<file path="src/design/full_circle_angle_defines.svh">
// Assertion macros shared by the full_circle_angle RTL.
// Expects signals named clk and rst in the module that uses them.
`ifndef FULL_CIRCLE_ANGLE_DEFINES_SVH
`define FULL_CIRCLE_ANGLE_DEFINES_SVH

// Same-cycle implication, disabled during reset.
`define FCA_ASSERT_HOLDS(label, ante, cons) \
  label: assert property (@(posedge clk) disable iff (rst) (ante) |-> (cons)) \
    else $error("full_circle_angle: same-cycle check failed");

// Next-cycle implication, disabled during reset.
`define FCA_ASSERT_NEXT(label, ante, cons) \
  label: assert property (@(posedge clk) disable iff (rst) (ante) |=> (cons)) \
    else $error("full_circle_angle: next-cycle check failed");

`endif

</file>
<file path="src/design/fca_pkg.sv">
// Package for full_circle_angle: widths, angle constants, arctangent table,
// and the side-band struct that travels with each item. No dependencies.
`timescale 1ns / 1ps

package fca_pkg;

  localparam int COORD_W        = 32;  // Q16.16 coordinates
  localparam int DIFF_W         = 33;  // coordinate differences
  localparam int NORM_W         = 40;  // normalized magnitudes, MSB at bit 39
  localparam int CORDIC_W       = 44;  // signed CORDIC x/y datapath
  localparam int Z_W            = 27;  // signed Q.24 angle accumulator
  localparam int Q_W            = 17;  // rounded first-quadrant angle, Q.16
  localparam int ANGLE_W        = 19;  // unsigned Q3.16 output
  localparam int FOLD_W         = 20;  // headroom for quadrant folding
  localparam int MAX_ITER       = 24;
  localparam int ITERATIONS_DEF = 16;

  localparam logic [Z_W-2:0]   HALF_PI_Q24       = 26'd26353589;
  localparam logic [ANGLE_W-1:0] ZERO_Q16        = 19'd0;
  localparam logic [ANGLE_W-1:0] HALF_PI_Q16     = 19'd102944;
  localparam logic [ANGLE_W-1:0] PI_Q16          = 19'd205887;
  localparam logic [ANGLE_W-1:0] THREE_HALF_PI_Q16 = 19'd308831;
  localparam logic [FOLD_W-1:0]  TWO_PI_Q16      = 20'd411775;

  // atan(2^-i) * 2^24, rounded to nearest
  localparam logic [23:0] ATAN_Q24 [MAX_ITER] = '{
    24'd13176795, 24'd7778716, 24'd4110060, 24'd2086331, 24'd1047214, 24'd524117,
    24'd262123,   24'd131069,  24'd65536,   24'd32768,   24'd16384,   24'd8192,
    24'd4096,     24'd2048,    24'd1024,    24'd512,     24'd256,     24'd128,
    24'd64,       24'd32,      24'd16,      24'd8,       24'd4,       24'd2
  };

  // Quadrant and special-case info carried alongside the datapath
  typedef struct packed {
    logic               special;     // on an axis or coincident
    logic               x_neg;
    logic               y_neg;
    logic [ANGLE_W-1:0] fixed_angle; // answer when special
  } fca_side_t;

endpackage

</file>
<file path="src/design/fca_norm_stage.sv">
// One normalization stage: two conditional left shifts of the magnitude pair,
// driven by the leading bits of their OR. Depends on fca_pkg.
`timescale 1ns / 1ps

module fca_norm_stage #(
  parameter int SH_A = 2,
  parameter int SH_B = 1
) (
  input  logic                       clk,
  input  logic                       rst,
  input  logic                       en,
  input  logic                       in_valid,
  input  logic [fca_pkg::NORM_W-1:0] in_x,
  input  logic [fca_pkg::NORM_W-1:0] in_y,
  input  fca_pkg::fca_side_t         in_side,
  output logic                       out_valid,
  output logic [fca_pkg::NORM_W-1:0] out_x,
  output logic [fca_pkg::NORM_W-1:0] out_y,
  output fca_pkg::fca_side_t         out_side
);
  import fca_pkg::*;

  logic [NORM_W-1:0] mid_x, mid_y, fin_x, fin_y;
  logic              shift_a, shift_b;

  // shift when the top SH bits of the pair are all clear
  always_comb begin
    shift_a = ((in_x | in_y) >> (NORM_W - SH_A)) == '0;
    mid_x   = shift_a ? (in_x << SH_A) : in_x;
    mid_y   = shift_a ? (in_y << SH_A) : in_y;
    shift_b = ((mid_x | mid_y) >> (NORM_W - SH_B)) == '0;
    fin_x   = shift_b ? (mid_x << SH_B) : mid_x;
    fin_y   = shift_b ? (mid_y << SH_B) : mid_y;
  end

  always_ff @(posedge clk) begin
    if (rst) begin
      out_valid <= 1'b0;
    end else if (en) begin
      out_valid <= in_valid;
    end
  end

  always_ff @(posedge clk) begin
    if (en) begin
      out_x    <= fin_x;
      out_y    <= fin_y;
      out_side <= in_side;
    end
  end

endmodule

</file>
<file path="config.mk">
export PLATFORM = sky130hd
export DESIGN_NAME = fca_norm_stage
export DESIGN_NICKNAME = d
export VERILOG_FILES = /design/src/design/full_circle_angle_defines.svh /design/src/design/fca_pkg.sv /design/src/design/fca_norm_stage.sv
export SDC_FILE = /design/constraint.sdc
export NUM_CORES = 1
export LEC_CHECK = 0
export BUFFER_PORTS_ARGS = -buffer_cell sky130_fd_sc_hd__buf_4
export CAP_MARGIN = 40
export CORE_UTILIZATION = 40
export DETAILED_ROUTE_END_ITERATION = 8
export PLACE_DENSITY_LB_ADDON = 0.3
export RECOVER_POWER = 25
export SYNTH_ARGS = -nofsm -noshare
export SYNTH_HDL_FRONTEND = slang
export SYNTH_SLANG_ARGS = --single-unit
export TNS_END_PERCENT = 100
</file>
<file path="constraint.sdc">
create_clock -name clk -period 4.2 [get_ports clk]
set_clock_uncertainty 0.1 [all_clocks]
set_input_delay 0.84 -clock clk [delete_from_list [all_inputs] [get_ports clk]]
set_output_delay 0.84 -clock clk [all_outputs]
set_load 0.02 [all_outputs]
</file>
==> metrics.cfg, run 1 <==
[global_route]
antenna_found_initial = 0
grt_pass1_vias = 4583
grt_max_degree = 52
track_usage_pct = 21.6
grt_pass1_wl_mm = 23.9
grt_overflow = 0

[synth]
synth-seq-cells = 103
syn_inst = 461
synth_warnings = 0
syn_area_sq_um = 5370
avgSynthCellArea_sq_um = 11.7
seq_area_frac_synth_pct = 57.4
synth_cell_types = 30
synthesis.nets = 567

[sta]
grt_setup_unrepaired = no
tns_ns = 0
worst_hold_slack_ns = 0.422
slew_viol_final = 32
period_needed_ns = 2.95
max_freq_mhz = 340
worst_slew_pin_slew_ns = 1.92
hold_violations = 0
finalCritPeriodShare_pct = 70.1
finalSetupViolCount = 0
setup_slack_ns = 1.25
max-slew-margin-rel_pct = -28.1

[setup_path]
end_kind = register
cp.required_ns = 4.07
max_stage_delay_ns = 1.35
crit_family = buffers and inverters
cpMostUsedCell = clkbuf_1
crit_slowest_cell = clkbuf_1
crit_chain = clkbuf_1 -> clkbuf_1
critPathBufInv = 2
critPathArrivalTime_ns = 2.82
cp-start-kind = input pin
worst-setup-path-type = input pin to register
crit_fanout = 32

[clock_network]
clock_sinks = 103
clk_latency_ns = 0.34
cts_tree = done
clockBufferDepth = 2
cts-htree-levels = 3
cts-root-buf = clkbuf_16
hold_buffers = 0
cts.clk_slew.worst_paths_ns = 0.07
cts-resized-gates = 0
numCtsBuffers = 9
post_cts_buffers = 0

[run_status]
violations = max-capacitance violations, max-slew violations
status = finished, violations left

[die]
start_util_pct = 41.7
pin_count = 209
rows = 41
die_area_sq_um = 13900
dieHeight_um = 118
core-area_sq_um = 12900
die_w_um = 118

[place]
place.gp.congestion = 0.812
portBuffers = 208
dp_hpwl_mm = 10.2
preCtsSetupSlack_ns = 1.49
placed_cells = 810

[worst_hold_path]
hold_path.class = register to register

[route]
drt_pass1_iterations = 5
drtIter0Drc = 322
ant_nets = 0
vias = 4609
drc = 0
routedWlPerCell_um = 18.1
vias_per_cell = 5.58
wl_mm = 15.0

[layout]
layout.nets = 755
area_delta_synth_final_pct = 37.0
fin_cells = 826
n_fill_cell = 1094
drive_gt1_share_pct = 36.4
n_antenna_cell = 0

[pwr]
leakage_uw = 0.00327
ir_drop_uv = 167
p_per_area_nw_per_um2 = 365

[run]
maxCapViolCount = 1

## synth_stat cells
cell type | number | area, sq um
nor2_4 | 1 | 11.3
mux2i_1 | 51 | 510
buf_4 | 5 | 37.5
a31oi_1 | 2 | 12.5
or2_2 | 1 | 6.26
nand3_1 | 2 | 10.0
buf_2 | 6 | 30.0
a21oi_1 | 3 | 15.0
inv_1 | 50 | 188
edfxtp_1 | 102 | 3060
o22ai_1 | 23 | 144
nand2b_1 | 1 | 6.26
o211a_1 | 22 | 220
o221ai_1 | 48 | 420
clkbuf_1 | 21 | 78.8
nor2_1 | 8 | 30.0
buf_8 | 1 | 15.0
and2_1 | 2 | 12.5
o22ai_2 | 1 | 12.5
nand2_1 | 49 | 184
o21ai_1 | 4 | 20.0
o21ai_0 | 44 | 220
buf_1 | 3 | 11.3
a221o_1 | 1 | 10.0
or2_1 | 1 | 6.26
a22o_1 | 2 | 17.5
buf_6 | 4 | 45.0
dfxtp_1 | 1 | 20.0
nor2_2 | 1 | 6.26
o311ai_0 | 1 | 8.76
## registers in the layout, indices dropped and copies added, names as in the netlist
register   flops
out_side      22
out_valid      1
out_x         40
out_y         40
## worst paths after layout
kind / cells past startpoint / from / slack (ns) / endpoint
worst max-delay path: 2 / en / 1.25 / out_x[12]
worst min-delay path: 2 / out_valid / 0.42 / out_valid
worst max register to register: 2 / out_valid / 3.48 / out_valid
worst min register to register: 2 / out_valid / 0.42 / out_valid
## where the power goes
group	internal, uW	leakage, uW	switching (uW)
Combinational	260	0.00213	340
Sequential	1240	0.00100	28.1
Clock	415	0.000135	398
Total	1920	0.00327	766
## area by class of cell
class,count,area (sq um),area share [%]
inverters,50,188,2.55
clock inverters,7,61.3,0.833
multi-input cells,268,1910,26.0
clock buffers,9,225,3.06
well taps,172,215,2.92
flip-flops and latches,103,3080,41.9
repair buffers,217,1680,22.8
## routing by layer
layer  GRT usage [%]  part of all wire [%]  vias up
li1                -                     -     2148
met1            27.4                    42     2232
met2            36.1                    48      210
met3            5.23                   7.9       19
met4            7.21                   1.3        0
met5               0                     0        -
## kinds of logic (layout without fill, tap and decap cells)
kind of cell,count (synthesis),count (layout),synth area share (%)
DFF,103,103,57.4
buffers and inverters,90,283,7.55
AOI/OAI and AO/OA,151,151,20.5
and+or+nand+nor,66,66,5.08
muxes,51,51,9.50
## per-stage QoR
stage               cell area (sq um)  power, uW  util, %
floorplan                        5370       1590        -
global placement                 7020       1880     54.5
detailed placement               7080       1900     55.0
CTS                              7370       2710     57.2
global route                     7360       2790     57.1
finish                           7360       2680     57.1
## tightest hold or removal path, cell delays in order (launching register included)
cell and delay (ns):
dfxtp_1 0.34, mux2i_1 0.08, nor2_1 0.08
## cells in the final DEF, fill, tap and decap left out, types with 3 or more instances in the layout
master and instances:
buf_4 188, edfxtp_1 102, mux2i_1 51, inv_1 50, nand2_1 48, o221ai_1 48
o21ai_0 44, o22ai_1 23, o211a_1 22, clkbuf_4 22, clkbuf_16 9, nor2_1 7
inv_6 4, nor2_4 3, o21ai_1 3, a21oi_1 3, clkbuf_1 3, buf_12 3
Power figures use the tool's default switching activity.
==> inputs of run 2 (changes only) <==
ABC_AREA = 1   (was unset)
clock period = 2.5 ns   (was 4.2 ns; I/O delays follow)
==> run 2 against run 1 <==
The run now ends clean; area after synthesis shrank 1.6%; first-iteration DRC count grew 74%; power grew 66%; register-to-register slack lost 1.7 ns; wire length shrank 7.1%; flip-flop and latch count is the same; non-clock buffer count grew 5; clock power grew 61%; via count grew 8.5%; critical path type unchanged; critical endpoint is now out_y[3].
==> metrics.cfg, run 2 <==
[route]
drt_pass1_iterations = 7  ; +2
vias = 5000  ; +8.5%
drtIter0Drc = 561  ; +74%
ant_nets = 0  ; unchanged
routedWlPerCell_um = 14.1  ; -22%
drc = 0  ; unchanged
vias_per_cell = 5.07  ; -9.1%
wl_mm = 13.9  ; -7.1%

[clock_network]
post_cts_buffers = 0  ; unchanged
numCtsBuffers = 9  ; unchanged
cts.clk_slew.worst_paths_ns = 0.07  ; about the same
clock_sinks = 103  ; unchanged
hold_buffers = 0  ; unchanged
cts-resized-gates = 0  ; unchanged
clk_latency_ns = 0.34  ; about the same
cts_tree = done
cts-root-buf = clkbuf_16
clockBufferDepth = 2  ; unchanged
cts-htree-levels = 3  ; unchanged

[pwr]
pwr-share-comb_pct = 22.3  ; about the same
pwr-share-clk_pct = 29.4  ; -0.9 points
seqPwrFrac_pct = 48.3  ; +1.0 points
net-switching-power_uw = 1270  ; +65%
p_int_uw = 3180  ; +66%
ir_drop_uv = 289  ; +73%
switching_share_pct = 28.4  ; -0.094 points
leakage_uw = 0.00341  ; +4.1%
p_per_area_nw_per_um2 = 612  ; +68%

[sta]
finalCritPeriodShare_pct = 71.4
worst_slew_pin_slew_ns = 0.595  ; -1.33 ns
finalSetupViolCount = 0  ; unchanged
grt_setup_unrepaired = no
slew_viol_final = 0  ; -100%
max-slew-margin-rel_pct = 60.3  ; +88 points
max_freq_mhz = 561
tns_ns = 0  ; unchanged
setup_slack_ns = 0.716  ; -0.539 ns
hold_violations = 0  ; unchanged
period_needed_ns = 1.78

[layout]
final_cell_mix = nand2_1, buf_4, edfxtp_1, nand3_1, o21ai_0
layout.nets = 915  ; +21%
top_regs = out_x x40, out_y x40, out_side x22
fin_cells = 986  ; +19%
layout_commonest_cell = nand2_1
area_delta_synth_final_pct = 37.6
n_antenna_cell = 0  ; unchanged
drive_gt1_share_pct = 29.7  ; -6.7 points

[worst_hold_path]
hold_path.class = input pin to register

[synth]
synth_top_cell_area_share_pct = 57.9  ; +0.92 points
netlist_top_cells_count = nand2_1, edfxtp_1, nand3_1
yosysTopAreaCell = edfxtp_1
async_flop_share_pct = 0  ; unchanged
synthXorXnorAreaFrac_pct = 0  ; unchanged
synth-edff-count = 102  ; unchanged
synth-seq-cells = 103  ; unchanged
seq_area_frac_synth_pct = 58.3  ; +0.92 points
yosysMostFrequentCell = nand2_1
synth_fa_ha_area_share_pct = 0  ; unchanged
yosys.area_share.simple_pct = 28.9  ; +24 points
synth_warnings = 0  ; unchanged
synth_cell_types = 16  ; -47%
synth_area_leaders = edfxtp_1, nand2_1, nand3_1, o21ai_0, clkbuf_1
synth-compound-area-share_pct = 8.05  ; -12 points
syn_area_sq_um = 5290  ; -1.6%
syn_inst = 622  ; +35%
avgSynthCellArea_sq_um = 8.50  ; -27%
synthesis.nets = 728  ; +28%
synth_top_family_by_area = simple AND/OR/NAND/NOR gates
synth_mux_area_share_pct = 0.189  ; -9.3 points
synthFlopType = edfxtp_1

[place]
preCtsSetupSlack_ns = 0.419  ; -1.07 ns
portBuffers = 208  ; unchanged
placed_cells = 970  ; +20%
place.gp.congestion = 0.827  ; +1.9%
dp_hpwl_mm = 9.74  ; -4.7%

[setup_path]
worst-setup-path-type = input pin to register
cp-start-kind = input pin
end_kind = register
cp.required_ns = 2.48  ; -1.59 ns
critPathArrivalTime_ns = 1.77  ; -1.05 ns
crit_fanout = 49  ; +53%

[global_route]
grt_pass1_wl_mm = 21.3  ; -11%
grt_overflow = 0  ; unchanged
track_usage_pct = 20.2  ; -1.5 points
antenna_found_initial = 0  ; unchanged
grt_max_degree = 59  ; +13%
grt_pass1_vias = 4474  ; -2.4%

[run]
maxCapViolCount = 0  ; -1

[die]
die_area_sq_um = 13700  ; -1.6%
start_util_pct = 41.4  ; -0.33 points
core-area_sq_um = 12800  ; -0.80%
dieHeight_um = 117  ; -0.78%
pin_count = 209  ; unchanged
rows = 41  ; unchanged
die_w_um = 117  ; -0.78%

[run_status]
status = completed

run 2: cell types whose count changed after synthesis, sizes merged, moves of 11 or more:
cell	previous run	this run
inv	50	11
o22ai	24	0
nand3	2	71
o21ai	48	80
mux2i	51	1
o211a	22	0
clkbuf	21	32
o221ai	48	0
nand2	49	300
run 2: worst paths after layout:
| path | from | endpoint | slack (ns) | cells after the start |
|---|---|---|---|---|
| max | in_x[39] | out_y[3] | 0.72 | 8 |
| max reg2reg | out_valid | out_valid | 1.80 | 2 |
| min | rst | out_valid | 0.21 | 2 |
| min reg2reg | out_valid | out_valid | 0.42 | 2 |
run 2: cell type report:
type / count / area (sq um)
fillers: 1124 / 5500
flip-flops and latches: 103 / 3080
multi-input cells: 462 / 1970
repair buffers: 222 / 1690
clock buffers: 10 / 229
well taps: 172 / 215
clock inverters: 6 / 45.0
inverters: 11 / 41.3
run 2: critical path, cell delays in order:
cell and delay (ns):
buf_4 0.13, nor2_4 0.17, nand3_1 0.11, nand2_2 0.31
nor2_4 0.16, buf_12 0.21, nand2_1 0.09, nand2_1 0.07
run 2: cells by family (layout without fill, tap and decap cells):
kind of cell,Yosys count,count (layout)
AND/OR/NAND/NOR,377,377
flip-flops,103,103
AO/OA/AOI/OAI,84,84
buffers and inverters,57,249
multiplexers,1,1
run 2: power groups by stage:
stage          combinational, uW  clock [uW]  sequential (uW)
2_1_floorplan                278           0             2400
6_report                     991        1310             2150
5_1_grt                     1080        1390             2170
4_1_cts                      995        1350             2150
3_3_place_gp                 981           0             2180
3_5_place_dp                 991           0             2190
run 2: metal layers:
| layer | up-vias | track usage [%] | wire length [um] |
|---|---|---|---|
| met5 | - | 0 | 0 |
| met4 | 0 | 8.61 | 273 |
| met3 | 22 | 5.41 | 1440 |
| met2 | 276 | 33.6 | 6560 |
| met1 | 2243 | 24.7 | 5630 |
| li1 | 2459 | - | - |
run 2: stage by stage:
| stage | total power [uW] | util (%) | instance area, sq um | hold WS [ns] |
|---|---|---|---|---|
| global route | 4640 | 56.9 | 7270 | 0.197 |
| detailed placement | 3180 | 54.8 | 7000 | 0.400 |
| finish | 4450 | 56.9 | 7270 | 0.208 |
| floorplan | 2670 | - | 5290 | 0.472 |
| global placement | 3160 | 54.8 | 7000 | 0.381 |
| CTS | 4490 | 56.9 | 7270 | 0.194 |
==> inputs of run 3 (changes only) <==
clock period = 1.6 ns   (was 2.5 ns; I/O delays follow)
==> run 3 against run 2 <==
Clock-buffer cell count grew 1; global-route usage increased by 0.23 points; first-iteration DRC count up 0.53%; setup slack got worse by 0.51 ns; largest power group unchanged; clock power is 77% higher; worst hold slack worse by 0.16 ns; register-to-register slack worse by 0.92 ns; design area rose by 4.4%; critical endpoint is now out_y[22].
==> metrics.cfg, run 3 (synthesis results as in run 2) <==
[route]
routedWlPerCell_um = 14.0  ; -0.79%
vias = 5112  ; +2.2%
wl_mm = 14.0  ; +0.72%
ant_nets = 0  ; unchanged
drtIter0Drc = 564  ; +0.53%
drt_pass1_iterations = 5  ; -2
vias_per_cell = 5.11  ; +0.71%
drc = 0  ; unchanged

[clock_network]
post_cts_buffers = 0  ; unchanged
clk_latency_ns = 0.33  ; about the same
cts-htree-levels = 3  ; unchanged
clockBufferDepth = 2  ; unchanged
hold_buffers = 0  ; unchanged
numCtsBuffers = 9  ; unchanged
cts.clk_slew.worst_paths_ns = 0.07  ; about the same
cts-root-buf = clkbuf_16
cts-resized-gates = 0  ; unchanged
cts_tree = done
clock_sinks = 103  ; unchanged

[die]
pin_count = 209  ; unchanged
core-area_sq_um = 12800  ; unchanged
die_w_um = 117  ; unchanged
start_util_pct = 41.4  ; unchanged
dieHeight_um = 117  ; unchanged
die_area_sq_um = 13700  ; unchanged
rows = 41  ; unchanged

[layout]
fin_area_sq_um = 7590  ; +4.4%
seq_area_sq_um = 3080  ; unchanged
drive_gt1_share_pct = 31.1  ; +1.4 points
final_cell_mix = nand2_1, buf_4, edfxtp_1, nand3_1, o21ai_0
layout_commonest_cell = nand2_1
multiInputGateArea_sq_um = 1970  ; +0.25%
n_antenna_cell = 0  ; unchanged
n_fill_cell = 1123  ; -0.089%
top_regs = out_x x40, out_y x40, out_side x22
area_delta_synth_final_pct = 43.6
final_util_pct = 59.5  ; +2.5 points
layout.nets = 930  ; +1.6%

[sta]
finalCritPeriodShare_pct = 87.0
setup_slack_ns = 0.207  ; -0.509 ns
grt_setup_unrepaired = no
slew_viol_final = 0  ; unchanged
finalSetupViolCount = 0  ; unchanged
max_freq_mhz = 718
hold_violations = 0  ; unchanged
max-slew-margin-rel_pct = 60.7  ; +0.37 points
worst_slew_pin_slew_ns = 0.590  ; -0.00557 ns
tns_ns = 0  ; unchanged
period_needed_ns = 1.39

[place]
preCtsSetupSlack_ns = -0.0908  ; -0.510 ns
place_area_sq_um = 7290  ; +4.2%
dp_hpwl_mm = 10.4  ; +6.2%
portBuffers = 208  ; unchanged
place.gp.congestion = 0.857  ; +3.6%

[worst_hold_path]
hold_path.class = input pin to register

[run]
maxCapViolCount = 0  ; unchanged

[setup_path]
end_kind = register
crit_chain = clkbuf_2 -> clkbuf_4
crit_slowest_cell = clkbuf_4
cp-start-kind = input pin
critPathArrivalTime_ns = 1.30  ; -0.47 ns
max_stage_delay_ns = 0.50  ; +0.19 ns
worst-setup-path-type = input pin to register
cp.required_ns = 1.51  ; -0.97 ns
crit_fanout = 24  ; -51%
critPathBufInv = 2  ; unchanged
crit_family = buffers and inverters

[pwr]
ir_drop_uv = 410  ; +42%
leakage_uw = 0.00356  ; +4.4%
p_per_area_nw_per_um2 = 963  ; +57%

[global_route]
grt_pass1_wl_mm = 21.5  ; +1.2%
grt_overflow = 0  ; unchanged
grt_pass1_vias = 4549  ; +1.7%
track_usage_pct = 20.4  ; +0.23 points
grt_max_degree = 43  ; -27%
antenna_found_initial = 0  ; unchanged

[run_status]
status = completed

-- run 3: area by class of cell --
| type | count | share of cell area (%) |
|---|---|---|
| multi-input combinational | 462 | 26.0 |
| clock buffer | 11 | 3.06 |
| clock inverter | 5 | 1.10 |
| tap | 172 | 2.83 |
| sequential | 103 | 40.6 |
| inverter | 11 | 0.544 |
| timing repair buffer | 237 | 25.9 |
-- run 3: where the power goes --
part           switching (uW)  total (uW)  internal, uW
logic                     929        1630           698
clock network             947        2320          1380
registers                83.3        3360          3280
-- run 3: worst paths after layout --
check        startpoint   endpoint  slack [ns]  cells after the start
min reg2reg   out_valid  out_valid        0.46                      2
max reg2reg   out_valid  out_valid        0.88                      2
max                  en  out_y[22]        0.21                      2
min                 rst  out_valid        0.05                      2
-- run 3: metal layers --
layer / vias up / wire length, um / GRT usage [%]
met3: 24 / 1320 / 5.56
li1: 2485 / - / -
met2: 266 / 6700 / 34.4
met1: 2337 / 5650 / 25.4
met4: 0 / 324 / 6.75
met5: - / 0 / 0
-- run 3: per-stage QoR --
stage / power, uW / instances / hold WS [ns]
floorplan: 4180 / 622 / 0.292
global placement: 5020 / 985 / 0.377
detailed placement: 5060 / 985 / 0.397
CTS: 7390 / 1001 / 0.0342
global route: 7620 / 1001 / 0.0369
finish: 7310 / 1001 / 0.0455
